--- config.mk ---
export PLATFORM = sky130hd
export DESIGN_NAME = linked_list_queue_manager_core
export DESIGN_NICKNAME = d
export VERILOG_FILES = /design/src/llqm_pkg.sv /design/src/llqm_ram.sv /design/src/llqm_free_find.sv /design/src/linked_list_queue_manager_core.sv
export SDC_FILE = /design/constraint.sdc
export NUM_CORES = 1
export LEC_CHECK = 0
export ABC_AREA = 1
export BUFFER_PORTS_ARGS = -buffer_cell sky130_fd_sc_hd__buf_4
export CAP_MARGIN = 30
export CORE_ASPECT_RATIO = 0.5
export CORE_UTILIZATION = 61
export DETAILED_ROUTE_END_ITERATION = 8
export HOLD_SLACK_MARGIN = 0.06
export PLACE_DENSITY = 0.78
export SLEW_MARGIN = 20
export SYNTH_ARGS = -nofsm -noshare
export SYNTH_HDL_FRONTEND = slang
export SYNTH_HIERARCHICAL = 1
export SYNTH_SLANG_ARGS = --single-unit
export TNS_END_PERCENT = 1
--- constraint.sdc ---
create_clock -name aclk -period 3.4 [get_ports aclk]
set_input_delay 0.68 -clock aclk [delete_from_list [all_inputs] [get_ports aclk]]
set_output_delay 0.68 -clock aclk [all_outputs]
set_load 0.02 [all_outputs]
--- src/llqm_pkg.sv ---
// ----------------------------------------------------------------------------
// llqm_pkg
// Shared codes and types for the linked list queue manager.
// ----------------------------------------------------------------------------
package llqm_pkg;

    typedef enum logic {
        OP_ADD    = 1'b0,
        OP_REMOVE = 1'b1
    } op_t;

    typedef enum logic [1:0] {
        ST_OK         = 2'd0,
        ST_POOL_FULL  = 2'd1,
        ST_NOT_IN_USE = 2'd2
    } status_t;

    // widths of the fixed stream fields
    localparam int ITEM_DATA_W = 32;
    localparam int HANDLE_W    = 4;

endpackage

--- src/llqm_ram.sv ---
// ----------------------------------------------------------------------------
// llqm_ram
// Generic single write port RAM with one registered read port.
// ----------------------------------------------------------------------------
module llqm_ram #(
    parameter int WIDTH = 32,
    parameter int DEPTH = 16
) (
    input  logic                     aclk,
    input  logic                     wr_en,
    input  logic [$clog2(DEPTH)-1:0] wr_addr,
    input  logic [WIDTH-1:0]         wr_data,
    input  logic [$clog2(DEPTH)-1:0] rd_addr,
    output logic [WIDTH-1:0]         rd_data
);

    logic [WIDTH-1:0] mem [DEPTH];

    always_ff @(posedge aclk) begin
        if (wr_en) begin
            mem[wr_addr] <= wr_data;
        end
        rd_data <= mem[rd_addr];
    end

endmodule

--- src/llqm_free_find.sv ---
// ----------------------------------------------------------------------------
// llqm_free_find
// Picks the lowest-numbered free entry of the in-use bitmap.
// ----------------------------------------------------------------------------
module llqm_free_find #(
    parameter int POOL_ENTRIES = 16
) (
    input  logic [POOL_ENTRIES-1:0]         in_use,
    output logic                            found,
    output logic [$clog2(POOL_ENTRIES)-1:0] slot
);

    always_comb begin
        found = 1'b0;
        slot  = '0;
        // scan downward so the lowest free index wins
        for (int i = POOL_ENTRIES - 1; i >= 0; i--) begin
            if (!in_use[i]) begin
                found = 1'b1;
                slot  = ($clog2(POOL_ENTRIES))'(i);
            end
        end
    end

endmodule

--- src/linked_list_queue_manager_core.sv ---
// ----------------------------------------------------------------------------
// linked_list_queue_manager_core
// Doubly linked list over a fixed pool of entries with head and tail links.
//
// Input channel s_*: one word per command. s_tuser is the operation (add at
// tail or remove by handle), s_tdata carries the data word and the handle.
// Result channel m_*: exactly one word per command with the handle given on
// an add, a status code and a flag telling whether the list is now empty.
// A command is captured in an input register and then executed, which loads
// the result register: m_tvalid rises once the command has passed both
// registers, and one command is taken every cycle while the receiver keeps up.
// The rate is set by the link update between those registers.
// When the receiver stalls, the result register holds, the command in the
// input register waits, and s_tready drops once both are occupied.
// Reset clears the in-use bitmap and sets head and tail to the null code;
// data and link storage are not cleared, since only entries in use are read.
// Commands may be issued right after reset.
// ----------------------------------------------------------------------------
module linked_list_queue_manager_core
    import llqm_pkg::*;
#(
    parameter int POOL_ENTRIES = 16,
    parameter int DATA_WIDTH   = 32
) (
    input  logic        aclk,
    input  logic        aresetn,
    input  logic        s_tvalid,
    output logic        s_tready,
    input  logic [39:0] s_tdata,   // item_data[31:0], entry_handle[35:32], zero pad
    input  logic        s_tuser,   // operation
    output logic        m_tvalid,
    input  logic        m_tready,
    output logic [7:0]  m_tdata,   // given_handle[3:0], list_empty[4], zero pad
    output logic [1:0]  m_tuser    // status
);

    localparam int HW = $clog2(POOL_ENTRIES);
    localparam int LW = $clog2(POOL_ENTRIES + 1);
    localparam logic [LW-1:0] NULL_LINK = LW'(POOL_ENTRIES);

    // input register
    logic                   in_valid_reg;
    op_t                    in_op_reg;
    logic [ITEM_DATA_W-1:0] in_data_reg;
    logic [HANDLE_W-1:0]    in_handle_reg;

    // result register
    logic                   out_valid_reg;
    logic [HANDLE_W-1:0]    out_given_reg;
    status_t                out_status_reg;
    logic                   out_empty_reg;

    // list state
    logic [POOL_ENTRIES-1:0] in_use_reg;
    logic [LW-1:0]           prev_link_reg [POOL_ENTRIES];
    logic [LW-1:0]           next_link_reg [POOL_ENTRIES];
    logic [LW-1:0]           head_reg, head_next;
    logic [LW-1:0]           tail_reg, tail_next;

    logic            advance;
    logic            free_found;
    logic [HW-1:0]   free_slot;
    logic [31:0]     handle_wide;
    logic            handle_in_pool;
    logic [HW-1:0]   rm_idx;
    logic [LW-1:0]   before_link, after_link;
    logic            before_null, after_null;
    logic [LW-1:0]   before_norm, after_norm;
    logic            head_null, tail_null;
    logic            add_ok, rm_ok;
    status_t         status_next;
    logic [DATA_WIDTH-1:0] unused_rd_data;

    assign advance  = in_valid_reg && (!out_valid_reg || m_tready);
    assign s_tready = !in_valid_reg || advance;

    always_ff @(posedge aclk) begin
        if (!aresetn) begin
            in_valid_reg <= 1'b0;
        end else if (s_tready) begin
            in_valid_reg <= s_tvalid;
        end
    end

    always_ff @(posedge aclk) begin
        if (s_tready && s_tvalid) begin
            in_op_reg     <= op_t'(s_tuser);
            in_data_reg   <= s_tdata[ITEM_DATA_W-1:0];
            in_handle_reg <= s_tdata[ITEM_DATA_W +: HANDLE_W];
        end
    end

    llqm_free_find #(
        .POOL_ENTRIES(POOL_ENTRIES)
    ) u_free_find (
        .in_use (in_use_reg),
        .found  (free_found),
        .slot   (free_slot)
    );

    always_comb begin
        handle_wide    = 32'(in_handle_reg);
        handle_in_pool = handle_wide < 32'(POOL_ENTRIES);
        rm_idx         = handle_wide[HW-1:0];
        before_link    = prev_link_reg[rm_idx];
        after_link     = next_link_reg[rm_idx];
        before_null    = before_link >= NULL_LINK;
        after_null     = after_link >= NULL_LINK;
        before_norm    = before_null ? NULL_LINK : before_link;
        after_norm     = after_null ? NULL_LINK : after_link;
        head_null      = head_reg >= NULL_LINK;
        tail_null      = tail_reg >= NULL_LINK;
        add_ok         = 1'b0;
        rm_ok          = 1'b0;
        status_next    = ST_OK;
        case (in_op_reg)
            OP_ADD: begin
                add_ok = advance && free_found;
                if (!free_found) begin
                    status_next = ST_POOL_FULL;
                end
            end
            OP_REMOVE: begin
                rm_ok = advance && handle_in_pool && in_use_reg[rm_idx];
                if (!(handle_in_pool && in_use_reg[rm_idx])) begin
                    status_next = ST_NOT_IN_USE;
                end
            end
            default: begin
                status_next = ST_OK;
            end
        endcase
    end

    always_comb begin
        head_next = head_reg;
        tail_next = tail_reg;
        if (add_ok) begin
            if (head_null || tail_null) begin
                head_next = LW'(free_slot);
            end
            tail_next = LW'(free_slot);
        end else if (rm_ok) begin
            if (before_null) begin
                head_next = after_norm;
            end
            if (after_null) begin
                tail_next = before_norm;
            end
        end
    end

    always_ff @(posedge aclk) begin
        if (!aresetn) begin
            head_reg   <= NULL_LINK;
            tail_reg   <= NULL_LINK;
            in_use_reg <= '0;
        end else begin
            head_reg <= head_next;
            tail_reg <= tail_next;
            if (add_ok) begin
                in_use_reg[free_slot] <= 1'b1;
            end else if (rm_ok) begin
                in_use_reg[rm_idx] <= 1'b0;
            end
        end
    end

    // link storage, only read for entries in use
    always_ff @(posedge aclk) begin
        if (add_ok) begin
            next_link_reg[free_slot] <= NULL_LINK;
            if (head_null || tail_null) begin
                prev_link_reg[free_slot] <= NULL_LINK;
            end else begin
                prev_link_reg[free_slot]      <= tail_reg;
                next_link_reg[tail_reg[HW-1:0]] <= LW'(free_slot);
            end
        end else if (rm_ok) begin
            if (!before_null) begin
                next_link_reg[before_link[HW-1:0]] <= after_norm;
            end
            if (!after_null) begin
                prev_link_reg[after_link[HW-1:0]] <= before_norm;
            end
        end
    end

    llqm_ram #(
        .WIDTH(DATA_WIDTH),
        .DEPTH(POOL_ENTRIES)
    ) u_data_store (
        .aclk    (aclk),
        .wr_en   (add_ok),
        .wr_addr (free_slot),
        .wr_data (DATA_WIDTH'(in_data_reg)),
        .rd_addr (rm_idx),
        .rd_data (unused_rd_data)
    );

    always_ff @(posedge aclk) begin
        if (!aresetn) begin
            out_valid_reg <= 1'b0;
        end else if (advance) begin
            out_valid_reg <= 1'b1;
        end else if (m_tready) begin
            out_valid_reg <= 1'b0;
        end
    end

    always_ff @(posedge aclk) begin
        if (advance) begin
            out_given_reg  <= add_ok ? HANDLE_W'(free_slot) : '0;
            out_status_reg <= status_next;
            out_empty_reg  <= head_next >= NULL_LINK;
        end
    end

    assign m_tvalid = out_valid_reg;
    assign m_tdata  = {3'b000, out_empty_reg, out_given_reg};
    assign m_tuser  = out_status_reg;

    // head and tail are null together
    assert property (@(posedge aclk) disable iff (!aresetn)
        (head_reg == NULL_LINK) == (tail_reg == NULL_LINK))
        else $error("head and tail null codes disagree");

    // an empty list means no entry is in use
    assert property (@(posedge aclk) disable iff (!aresetn)
        (head_reg == NULL_LINK) == (in_use_reg == '0))
        else $error("list empty flag disagrees with in-use bitmap");

    // a successful add leaves the new entry at the tail, in use
    assert property (@(posedge aclk) disable iff (!aresetn)
        add_ok |=> (tail_reg != NULL_LINK) && in_use_reg[tail_reg[HW-1:0]])
        else $error("added entry not linked at tail");

    // pool full is only reported when every entry is taken
    assert property (@(posedge aclk) disable iff (!aresetn)
        (advance && in_op_reg == OP_ADD && !free_found) |-> (&in_use_reg))
        else $error("pool full reported with a free entry");

endmodule
==> results.toml, run 1 <==
[status]
status = "completed"

[clocking]
cts_num_sinks = 200
clk_latency_ns = 0.45
number_of_setup_buffers_added_after_cts = 0
tritoncts = "yes"
cts_root_buffer = "clkbuf_16"
cts_max_level = 4
clk_path_buf_depth = 2
post_cts_hold_buffer_count = 0
numCtsBuffers = 17
postCtsResizedCells = 0
worst_setup_hold_path_clk_slew_ns = 0.07

[worst_hold_path]
min_path_type = "in -> reg"
timing.hold.worst_endpoint = "in_op_reg"
hold_path_depth = 1
min-delay-start = "s_tuser"

[setup_path]
worst_r2r_endpoint = "prev_link_reg[15][0]"
r2r_worst_path_depth = 15
reg2reg_slack_ns = 0.35
critPathKind = "reg -> reg"
critical_path.reg2reg.startpoint = "in_handle_reg[0]"
end_kind = "flop"
timing.critical_path.from_type = "flop"
worst-endpoint-arrival_ns = 3.13
cp.required_ns = 3.48
cp_max_fo = 12

[sta]
layout_worst_path_cycle_share_pct = 89.6
final-hold-violation-count = 0
clock.fmax_ghz = 0.328
final_critical_path_setup_slack_ns = 0.352
relSlewSlack_pct = 51.4
fin_crit_ns = 3.05
timing.final.setup_violations = 0
fin_worst_skew_ns = 0.0180
unrepaired_setup_endpoints_after_global_routing = "false"
tns_ns = 0
finalMaxSlewViolations = 0
worstMarginPinSlew_ns = 0.729

[die]
die_x_um = 182
rows = 32
io_pins = 57
total_die_area_sq_mm = 0.0168
die_h_um = 92.1
floorplan.initialDensity_pct = 63.4
design.core.area_sq_mm = 0.0156

[placement]
placed_cell_area_sq_mm = 0.0102
detailed_place_hpwl_um = 17200
portBuffers = 17
pre_cts_ws_ns = 0.378
rd_place_congestion = 0.951

[synth]
synth.cell_area_sq_mm = 0.00990
flip_flop_and_latch_count_after_synthesis = 200
synth-seq-area-share_pct = 56.2
post_synth_num_cell_types = 36
synth_area_per_inst_sq_um = 9.14
synth.yosys.warnings = 6
synth_cells = 1083

[power_and_ir_drop]
power.density_mw_per_mm2 = 474
ir_drop_uv = 341
static-leakage-power_nw = 4.15
total_power_w = 0.00511

[layout]
most_common_cell_after_layout_fill_and_taps_aside = "nand2_1"
layout-area-overhead-vs-synth_pct = 8.86
finish.net_count = 1139
post_route_cells_drive_above_1_share_pct = 12.6
multi_input_comb_area_sq_mm = 0.00373
mostFrequentLayoutCells = "nand2_1, nor2_1, edfxtp_1, nand3_1, o22ai_1"
antenna_cells = 0
finalInstanceArea_sq_mm = 0.0108
final-seq-area_sq_mm = 0.00557
filler_cell_count = 1174

[detailed_routing]
drt_first_iter_violations = 1053
drc = 0
detail-route-antenna-nets = 0
post_drt_via_cell_ratio = 6.17
via_count = 8086
detail_route.wirelength_um = 25400
wl_per_cell_um = 19.4
firstDrtPassIters = 6

[grt]
grt_pass1_vias = 7587
grt_pass1_wl_um = 39500
antenna_found_initial = 0
globalRoute.totalOverflow = 0
grt_util_all_layers_pct = 31.5
maximum_number_of_pins_on_one_net_before_global_route_repair = 90

[run]
max_cap_viol_count = 0
==> stage by stage <==
stage | hold WS, ns | util [%] | std cells
finish | 0.415 | 69.0 | 1311
global route | 0.396 | 69.0 | 1311
CTS | 0.408 | 69.0 | 1311
detailed placement | 0.456 | 65.1 | 1279
global placement | 0.441 | 65.1 | 1279
floorplan | 0.430 | - | 1085
==> logic make-up (layout without fill, tap and decap cells) <==
logic type	Yosys count	count (layout)	synth area share, %
buffers and inverters	124	146	6.15
and+or+nand+nor	536	536	24.3
AOI/OAI and AO/OA	222	222	13.3
other	1	3	0.0379
DFF	200	200	56.2
==> where the power goes <==
part	internal, W	switching (W)	leakage [nW]
combinational	0.000111	0.000282	1.97
sequential	0.00262	0.0000177	1.89
clock	0.00106	0.00102	0.291
==> cell type report <==
cell class,instances,area share [%]
inverters,71,2.61
clock inverters,15,1.67
multi-input cells,761,34.6
flip-flops and latches,200,51.6
well taps,204,2.37
repair buffers,43,3.11
clock buffers,17,3.95
==> synth_stat cells <==
| cell type | n | area share, % |
|---|---|---|
| or2_1 | 1 | 0.063 |
| nand3_2 | 8 | 0.81 |
| edfxtp_1 | 156 | 47 |
| nor3_1 | 27 | 1.4 |
| o221ai_1 | 11 | 0.97 |
| a21oi_2 | 1 | 0.088 |
| o21ai_1 | 17 | 0.86 |
| nor3_2 | 2 | 0.20 |
| o21a_1 | 4 | 0.30 |
| a211oi_1 | 3 | 0.23 |
| clkinv_1 | 2 | 0.076 |
| nor2_4 | 1 | 0.11 |
| a21oi_1 | 37 | 1.9 |
| inv_4 | 6 | 0.38 |
| o21ai_0 | 56 | 2.8 |
| dfxtp_1 | 44 | 8.9 |
| nor2_8 | 4 | 0.81 |
| nand4_1 | 4 | 0.25 |
| o22ai_1 | 73 | 4.6 |
| nand2_4 | 5 | 0.57 |
| inv_2 | 7 | 0.27 |
| a31oi_1 | 2 | 0.13 |
| nor2_1 | 168 | 6.4 |
| clkbuf_1 | 18 | 0.68 |
| buf_2 | 16 | 0.81 |
| inv_1 | 56 | 2.1 |
| nand2_8 | 1 | 0.20 |
| o211ai_1 | 14 | 1.1 |
| o21ai_2 | 2 | 0.18 |
| conb_1 | 1 | 0.038 |
| nand2_1 | 214 | 8.1 |
| nand2_2 | 27 | 1.7 |
| nand3_1 | 74 | 3.7 |
| buf_4 | 9 | 0.68 |
| buf_6 | 10 | 1.1 |
| o21bai_1 | 2 | 0.15 |
==> per-layer routing <==
metal	GRT usage, %	routed length [um]	share of wire, %	vias up
met5	0	0	0	-
met4	10.5	614	2.4	0
met3	8.82	2810	11	62
met2	50.9	11500	45	442
met1	41.3	10500	41	3775
li1	-	-	-	3807
==> how the worst max path moves through the flow <==
stage | from | to | slack [ns] | depth (start not counted)
after floorplan | m_tready | prev_link_reg[14][0] | 0.81 | 12
after CTS | in_handle_reg[0] | prev_link_reg[15][1] | 0.39 | 15
after global placement | m_tready | next_link_reg[6][1] | 0.46 | 12
after detailed placement | m_tready | next_link_reg[6][3] | 0.38 | 12
after global routing | in_handle_reg[0] | prev_link_reg[14][1] | 0.15 | 15
final | in_handle_reg[0] | prev_link_reg[15][0] | 0.35 | 15
==> critical path, cell delays in order (launching register included) <==
cell and delay (ns):
edfxtp_1 0.57, inv_2 0.23, nand2_1 0.07, nand2_1 0.06, nand2_1 0.04, nand2_1 0.07
nand2_1 0.09, nand2_2 0.11, nor2_4 0.06, nor2_8 0.09, nand3_2 0.21, nand2_1 0.14
o21ai_1 0.14, inv_1 0.22, nand3_1 0.13, nor2_1 0.45
Power figures use the tool's default switching activity.
==> run 2: changes to the inputs <==
--- a/config.mk
+++ b/config.mk
@@ -12,10 +12,9 @@
 export CORE_UTILIZATION = 61
 export DETAILED_ROUTE_END_ITERATION = 8
 export HOLD_SLACK_MARGIN = 0.06
-export PLACE_DENSITY = 0.78
+export PLACE_DENSITY = 0.8
 export SLEW_MARGIN = 20
 export SYNTH_ARGS = -nofsm -noshare
 export SYNTH_HDL_FRONTEND = slang
-export SYNTH_HIERARCHICAL = 1
 export SYNTH_SLANG_ARGS = --single-unit
 export TNS_END_PERCENT = 1
==> run 2 against run 1 <==
Effect of this change:
- first-iteration DRC count shrank 4.4%
- register-to-register slack worse by 0.14 ns
- worst setup slack worse by 0.14 ns
- count of clock-buffer cells in the layout unchanged
- routed wire length is 1.6% lower
- final area fell by 1.6%
- via count is 0.33% higher
- fmax decreased by 4.4%
- critical path type unchanged
- critical endpoint is now next_link_reg[5][2]
- largest cell class unchanged
==> results.toml, run 2 <==
[sta]
whs_ns = 0.405
unrepaired_setup_endpoints_after_global_routing = "true"
timing.final.setup_violations = 0
worstMarginPinSlew_ns = 0.798
tns_ns = 0
finalMaxSlewViolations = 0
final-hold-violation-count = 0
layout_worst_path_cycle_share_pct = 93.7
fin_crit_ns = 3.19
relSlewSlack_pct = 46.7
final_critical_path_setup_slack_ns = 0.213
fin_worst_skew_ns = 0.0141
clock.fmax_ghz = 0.314

[setup_path]
timing.critical_path.from_type = "flop"
worst_r2r_endpoint = "next_link_reg[5][2]"
r2r_worst_path_depth = 11
worst-endpoint-arrival_ns = 3.35
cp_max_fo = 29
reg2reg_slack_ns = 0.21
critPathKind = "reg -> reg"
end_kind = "flop"
crit_path_end = "next_link_reg[5][2]"
cp.required_ns = 3.57

[detailed_routing]
firstDrtPassIters = 6
drc = 0
via_count = 8113
drt_first_iter_violations = 1007
post_drt_via_cell_ratio = 6.47
wl_per_cell_um = 20.0
detail-route-antenna-nets = 0
detail_route.wirelength_um = 25000

[die]
total_die_area_sq_mm = 0.0160
die_x_um = 178
die_h_um = 89.9
io_pins = 57
floorplan.initialDensity_pct = 63.8
design.core.area_sq_mm = 0.0148
rows = 31

[grt]
antenna_found_initial = 0
grt_pass1_vias = 7547
globalRoute.totalOverflow = 0
grt_pass1_wl_um = 39700
grt_util_all_layers_pct = 32.8
maximum_number_of_pins_on_one_net_before_global_route_repair = 44

[clocking]
worst_setup_hold_path_clk_slew_ns = 0.08
cts_max_level = 4
postCtsResizedCells = 0
clk_path_buf_depth = 2
cts_root_buffer = "clkbuf_16"
numCtsBuffers = 17
clk_latency_ns = 0.44
tritoncts = "yes"
number_of_setup_buffers_added_after_cts = 0
post_cts_hold_buffer_count = 0
cts_num_sinks = 200

[power_and_ir_drop]
static-leakage-power_nw = 4.10
ir_drop_uv = 398
power.density_mw_per_mm2 = 489

[run]
max_cap_viol_count = 0

[placement]
portBuffers = 17
detailed_place_hpwl_um = 16300
pre_cts_ws_ns = 0.251
placed_cell_area_sq_mm = 0.00998
rd_place_congestion = 0.962

[layout]
finalInstanceArea_sq_mm = 0.0106
layout-area-overhead-vs-synth_pct = 12.5
post_route_cells_drive_above_1_share_pct = 13.2
most_common_cell_after_layout_fill_and_taps_aside = "nand2_1"
mostFrequentLayoutCells = "nand2_1, nor2_1, edfxtp_1, o21ai_0, o22ai_1"
antenna_cells = 0
postLayoutCoreUtil_pct = 71.8
finish.net_count = 1088

[status]
status = "completed"

[synth]
synth-seq-area-share_pct = 59.0
synthDominantCellAreaShare_pct = 49.7
async_reset_ff_share_pct = 0
synth_cells = 1004
synth_flop_cell = "edfxtp_1"
ys_top_cells_by_count = "nand2_1, nor2_1, edfxtp_1"
synth_top_cell_by_area = "edfxtp_1"
number_of_flops_mapped_to_enable_cells_by_yosys = 156
netlist_top_cells_area = "edfxtp_1, dfxtp_1, nand2_1"
post_synth_num_cell_types = 34
synth.cell_area_sq_mm = 0.00943
synth_area_per_inst_sq_um = 9.39
flip_flop_and_latch_count_after_synthesis = 200
synth.yosys.warnings = 0

[worst_hold_path]
min_path_type = "in -> reg"
[run 2: cell count changes after synthesis, sizes merged, moves of 12 or more]
cell | previous run | this run
nand2 | 247 | 170
o21ai | 75 | 124
nand3 | 82 | 49
nor3 | 29 | 9
nand4 | 4 | 17
buf | 35 | 23
o221ai | 11 | 23
[run 2: cells by family after synthesis]
group | after synthesis | synth area share [%]
flops | 200 | 59.0
compound gates | 264 | 16.3
other cells | 1 | 0.0398
simple gates | 418 | 19.3
buf+inv | 121 | 5.32
[run 2: worst min path at each step]
| stage | start | depth (start not counted) | slack (ns) | endpoint |
|---|---|---|---|---|
| after floorplan | tail_reg[4] | 1 | 0.46 | tail_reg[4] |
| after global placement | tail_reg[4] | 1 | 0.47 | tail_reg[4] |
| after detailed placement | tail_reg[4] | 1 | 0.48 | tail_reg[4] |
| after CTS | aresetn | 2 | 0.40 | head_reg[4] |
| after global routing | aresetn | 2 | 0.41 | head_reg[4] |
| final | aresetn | 2 | 0.41 | head_reg[4] |
[run 2: routing by layer]
layer / wire length (um) / track usage, % / part of all wire (%)
met5: 0 / 0 / 0
met1: 9740 / 45.8 / 39
met3: 3050 / 6.94 / 12
met4: 831 / 14.0 / 3.3
met2: 11400 / 50.0 / 46
[run 2: power by group]
| group | switching, W | internal (W) |
|---|---|---|
| Clock | 0.00101 | 0.00106 |
| Sequential | 0.0000185 | 0.00263 |
| Combinational | 0.000338 | 0.000134 |
| Total | 0.00136 | 0.00382 |
[run 2: area by class of cell]
| cell class | instances | area (sq um) |
|---|---|---|
| sequential | 200 | 5570 |
| multi-input combinational | 685 | 3380 |
| timing repair buffer | 69 | 543 |
| fill | 1051 | 4170 |
| inverter | 70 | 267 |
| clock inverter | 15 | 175 |
| clock buffer | 17 | 425 |
| tap | 198 | 248 |
[run 2: through the flow]
stage               std cells  total power [W]
finish                   1254          0.00518
global route             1254          0.00532
CTS                      1253          0.00516
detailed placement       1221          0.00315
global placement         1221          0.00314
floorplan                1006          0.00301
[run 2: worst max-delay path, cell delays in order, from the launching register on]
cell and delay, ns:
dfxtp_2 0.36, inv_2 0.40, buf_12 0.24, o21ai_0 0.09, o211ai_1 0.17, nand3_1 0.17, nand2_2 0.21, nor2_8 0.09
o21ai_2 0.47, inv_2 0.22, nand3_1 0.27, nand2_1 0.19
